## src/hdl/tws_rem.sv

```systemverilog
// ----------------------------------------------------------------------------
// tws_rem
// Restoring remainder unit: reduces the start slot by the slot count in use,
// one dividend bit per cycle.
// ----------------------------------------------------------------------------
module tws_rem #(
    parameter int SW = 10
) (
    input  logic          i_clk,
    input  logic          i_rst_n,
    input  logic          i_start,
    input  logic [SW-1:0] i_num,
    input  logic [SW:0]   i_den,
    output logic          o_done,
    output logic [SW-1:0] o_rem
);

    localparam int CW = $clog2(SW + 1);

    logic          r_busy;
    logic          r_done;
    logic [CW-1:0] r_cnt;
    logic [SW-1:0] r_sh;
    logic [SW:0]   r_rem;
    logic [SW:0]   r_den;
    logic [SW:0]   trial;

    // The partial remainder stays below the divisor, so it fits SW bits.
    assign trial = {r_rem[SW-1:0], r_sh[SW-1]};

    always_ff @(posedge i_clk) begin
        if (!i_rst_n) begin
            r_busy <= 1'b0;
            r_done <= 1'b0;
        end else begin
            r_done <= r_busy && (r_cnt == CW'(1));
            if (i_start) begin
                r_busy <= 1'b1;
                r_cnt  <= CW'(SW);
                r_sh   <= i_num;
                r_rem  <= '0;
                r_den  <= i_den;
            end else if (r_busy) begin
                r_rem <= (trial >= r_den) ? trial - r_den : trial;
                r_sh  <= r_sh << 1;
                r_cnt <= r_cnt - CW'(1);
                if (r_cnt == CW'(1)) begin
                    r_busy <= 1'b0;
                end
            end
        end
    end

    assign o_done = r_done;
    assign o_rem  = r_rem[SW-1:0];

endmodule

```

## config.mk

```make
export PLATFORM = sky130hd
export DESIGN_NAME = tws_rem
export DESIGN_NICKNAME = d
export VERILOG_FILES = /design/src/hdl/tws_rem.sv
export SDC_FILE = /design/constraint.sdc
export NUM_CORES = 1
export LEC_CHECK = 0
export ABC_AREA = 1
export BUFFER_PORTS_ARGS = -buffer_cell sky130_fd_sc_hd__buf_2
export CAP_MARGIN = 20
export CORE_ASPECT_RATIO = 2
export CORE_UTILIZATION = 55
export DETAILED_ROUTE_END_ITERATION = 7
export PLACE_DENSITY = 0.85
export SYNTH_ARGS = -nofsm -noshare
export SYNTH_HDL_FRONTEND = slang
export SYNTH_SLANG_ARGS = --single-unit
```

## constraint.sdc

```tcl
create_clock -name i_clk -period 2.13 [get_ports i_clk]
set_input_delay 0.426 -clock i_clk [delete_from_list [all_inputs] [get_ports i_clk]]
set_output_delay 0.426 -clock i_clk [all_outputs]
set_load 0.01 [all_outputs]
```

* After elaboration in Yosys (flattened, before gate mapping) *
Index checks and enable logic that the tools add are counted.

word-level totals
  bits in registers = 37
  input bits = 24
  output and inout port bits = 11
  logic and storage cells = 22

cells by class
  add/sub/neg operators = 2
  magnitude comparators = 1
  eq/ne operators = 1
  mux-type cells = 8
  reductions and logical operators = 4

operator list
  cell                                                                   number
  10-bit two-way mux                                                     4
  11-bit >= comparator                                                   1
  10-bit subtractor                                                      1
  4-bit by 1-bit equality test with 1-bit output, second input constant  1
  4-bit two-way mux                                                      1
  2-bit AND reduction                                                    2
  4-bit by 1-bit subtractor with 4-bit output, second input constant     1
  1-bit two-way mux                                                      3
  2-bit nonzero test                                                     1
  1-bit logical AND                                                      1

* Logic depth before layout (Yosys ltp) *
  depth in word-level cells = 4
  depth in mapped cells = 12
  gate-level depth less buffers = 12

* Worst setup path before layout *
OpenSTA, ideal clock, no wires.

  path kind = reg-to-reg
  start = register r_rem[4]
  end = register r_rem[1] (data pin)
  library setup time = 0.253 ns
  data arrival time = 1.527 ns
  data required time = 1.877 ns
  setup slack = 0.350 ns
  cell stages (with the launch flop) = 10
  buffers on the path = 0
  period minus slack after synthesis = 1.780 ns
  cells stage by stage = edfxtp_1 -> ha_1 -> nand2_1 -> inv_1 -> nand2_2 -> nand2_4 -> a21oi_4 -> nand4_1 -> nand2_1 -> nor2_1

between the ends
  longest elaborated chain between the ends = 3

ends and longest elaborated chain
  what                      RTL line  RTL
  start: declaration        24        logic [SW:0] r_rem;
  start signal: assignment  44        r_rem <= (trial >= r_den) ? trial - r_den : trial;
  11-bit >= comparator      44
  10-bit two-way mux        44
  10-bit two-way mux        43        end else if (r_busy) begin

Every way passes these cells. The select of a mux whose other input is x is not followed.
A chain may end at the register's enable or synchronous reset.

* Worst setup path after layout *
  start = register r_rem[4]
  end = register r_rem[0] (data pin)

Same word-level chain as after synthesis.

==> flow_metrics.py <==
metrics = {
    "detailed_routing": {
        "route.vias.total": 1763,
        "firstDrtPassIters": 4,
        "via_per_inst": 4.98,
        "drc": 0,
        "ant_nets": 0,
        "wl_um": 4260,
        "wl_per_cell_um": 12.0,
        "drt-initial-drc-count": 48,
    },
    "sta": {
        "finClkSkew_ns": 0.00389,
        "fin_crit_sh_pct": 92.9,
        "hold_ws_ns": 0.319,
        "period_needed_ns": 1.98,
        "setup_violations": 0,
        "setup_ws_ns": 0.152,
        "worstMarginPinSlew_ns": 0.584,
        "slew_violations": 0,
        "rsz0062_at_grt": "no",
        "final.setup.tns_ns": 0,
        "max_slew_margin_pct": 61.0,
        "timing.fmax_ghz": 0.506,
        "hold_viol": 0,
    },
    "die": {
        "num_rows": 32,
        "io_pins": 35,
        "core_area_sq_um": 3880,
        "fp.dieW_um": 47.3,
        "dieArea_sq_um": 4380,
        "initial_utilization_pct": 58.1,
        "die_h_um": 92.6,
    },
    "setup_path": {
        "worstSetupPathType": "reg -> reg",
        "crit_chain": "ha_1, nand2_1, inv_1, nand2_2, nand2_4, a21oi_4, nand4_1, nand2_1, nor2_1",
        "arrival_ns": 2.01,
        "crit_path_end_kind": "flop",
        "crit_path_frequent_cell": "nand2_1",
        "startpoint_type": "flop",
        "cpLargestDelayFamily": "simple AND/OR/NAND/NOR gates",
        "critPathSlowestCell": "edfxtp_1",
        "cpPeakStageDelay_ns": 0.43,
        "crit_buf_inv": 1,
        "crit_fanout": 10,
        "critPathRequiredTime_ns": 2.17,
    },
    "pwr": {
        "power_density_nw_per_um2": 750,
        "leakage_nw": 1.32,
        "ir_drop_mv": 0.588,
        "totalPowerFinal_mw": 1.91,
    },
    "clocking": {
        "cts_buffers": 5,
        "cts_root_buf": "clkbuf_8",
        "cts_resized": 0,
        "cts_tree": "yes",
        "post_cts_buffers": 0,
        "numClockSinks": 37,
        "h-tree-depth": 2,
        "clk_latency_ns": 0.28,
        "cts_hold_buf": 0,
        "clk_pin_slew_ns": 0.06,
        "clockBufferDepth": 2,
    },
    "synthesis": {
        "seq_area_frac_synth_pct": 48.3,
        "synth_edf_count": 35,
        "synthFlopType": "edfxtp_1",
        "ys_async_sr_fraction_pct": 0,
        "ys_warn_count": 0,
        "yosysUniqueCellTypes": 27,
        "synth_seq_cells": 37,
        "syn_nets": 302,
        "avgSynthCellArea_sq_um": 8.55,
        "syn_inst": 264,
        "syn_area_sq_um": 2260,
    },
    "place": {
        "place_congestion": 0.852,
        "portBuffers": 34,
        "hpwl_um": 3430,
        "pre_cts_ws_ns": 0.195,
        "place_area_sq_um": 2480,
        "placed_cells": 347,
    },
    "cells_and_area": {
        "drive_gt1_share_pct": 19.1,
        "diodes": 0,
        "postLayoutCellArea_sq_um": 2550,
        "nNetsFinal": 341,
        "layout_commonest_cell": "nand2_1",
        "finish.utilization_pct": 65.7,
        "instances_no_fill": 354,
        "area_growth_pct": 13.1,
        "mostFrequentLayoutCells": "84 x nand2_1, 46 x inv_1, 35 x edfxtp_1",
    },
    "status": {
        "status": "finished clean",
    },
    "global_routing": {
        "grt_max_degree": 25,
        "overflow": 0,
        "grt_pass1_vias": 1732,
        "grt_pass1_wl_um": 7070,
        "grt_util_all_layers_pct": 22.8,
        "antenna_found_initial": 0,
    },
    "job": {
        "max-cap-violations": 0,
    },
    "min_path": {
        "hp-class": "in -> reg",
    },
}
-- final timing paths --
path         slack [ns]  cells past startpoint                      to                   start
max                0.15                      9  r_rem[0]$_SDFFCE_PP0P_  r_rem[4]$_SDFFCE_PP0P_
min                0.32                      1      r_den[2]$_DFFE_PP_                i_den[2]
max reg2reg        0.15                      9  r_rem[0]$_SDFFCE_PP0P_  r_rem[4]$_SDFFCE_PP0P_
min reg2reg        0.48                      2       o_done$_SDFF_PN0_       r_busy$_SDFF_PN0_
-- final cells by class --
cell class	instances	area, sq um
clock inverter	1	3.75
inverter	48	183
multi-input combinational	175	953
fill	325	1330
timing repair buffer	36	185
tap	51	63.8
sequential	37	1090
clock buffer	6	72.6
-- routing by layer --
metal,GRT usage [%],vias to the layer above,share of wire (%)
met3,3.51,11,2.6
li1,-,912,-
met1,21.3,801,36
met4,9.52,0,2.7
met5,0,-,0
met2,43.6,39,58
-- synth_stat cells, types with 2 or more instances --
| library cell | number | share of area (%) |
|---|---|---|
| edfxtp_1 | 35 | 47 |
| nor2_4 | 2 | 1.0 |
| clkbuf_1 | 2 | 0.33 |
| nor2_1 | 29 | 4.8 |
| nand3_1 | 10 | 2.2 |
| dfxtp_1 | 2 | 1.8 |
| o21ai_0 | 2 | 0.44 |
| nand2_2 | 5 | 1.4 |
| nand3_2 | 3 | 1.3 |
| buf_6 | 2 | 1.0 |
| inv_1 | 46 | 7.6 |
| ha_1 | 13 | 7.2 |
| a21oi_1 | 4 | 0.89 |
| nor2_2 | 2 | 0.55 |
| nand4_1 | 10 | 2.8 |
| nand2_1 | 84 | 14 |
| xor2_1 | 3 | 1.2 |
-- cell families (layout without fill, tap and decap cells) --
family | Yosys count | count (layout) | synth area share [%]
simple gates | 149 | 149 | 30.2
flops | 37 | 37 | 48.3
buf+inv | 52 | 91 | 9.42
compound gates | 8 | 8 | 2.38
fa+ha+maj | 14 | 14 | 8.09
xor+xnor | 4 | 4 | 1.55
-- state kept, by name (all words and copies together) (netlist names) --
name,flops
r_den,11
r_rem,10
r_sh,10
r_cnt,4
o_done,1
r_busy,1
-- where the power goes --
group          leakage (nW)  switching, mW  internal (mW)
Sequential            0.354         0.0368          0.883
Clock                0.0387          0.215          0.220
Combinational         0.927          0.354          0.203
Power figures use the tool's default switching activity.
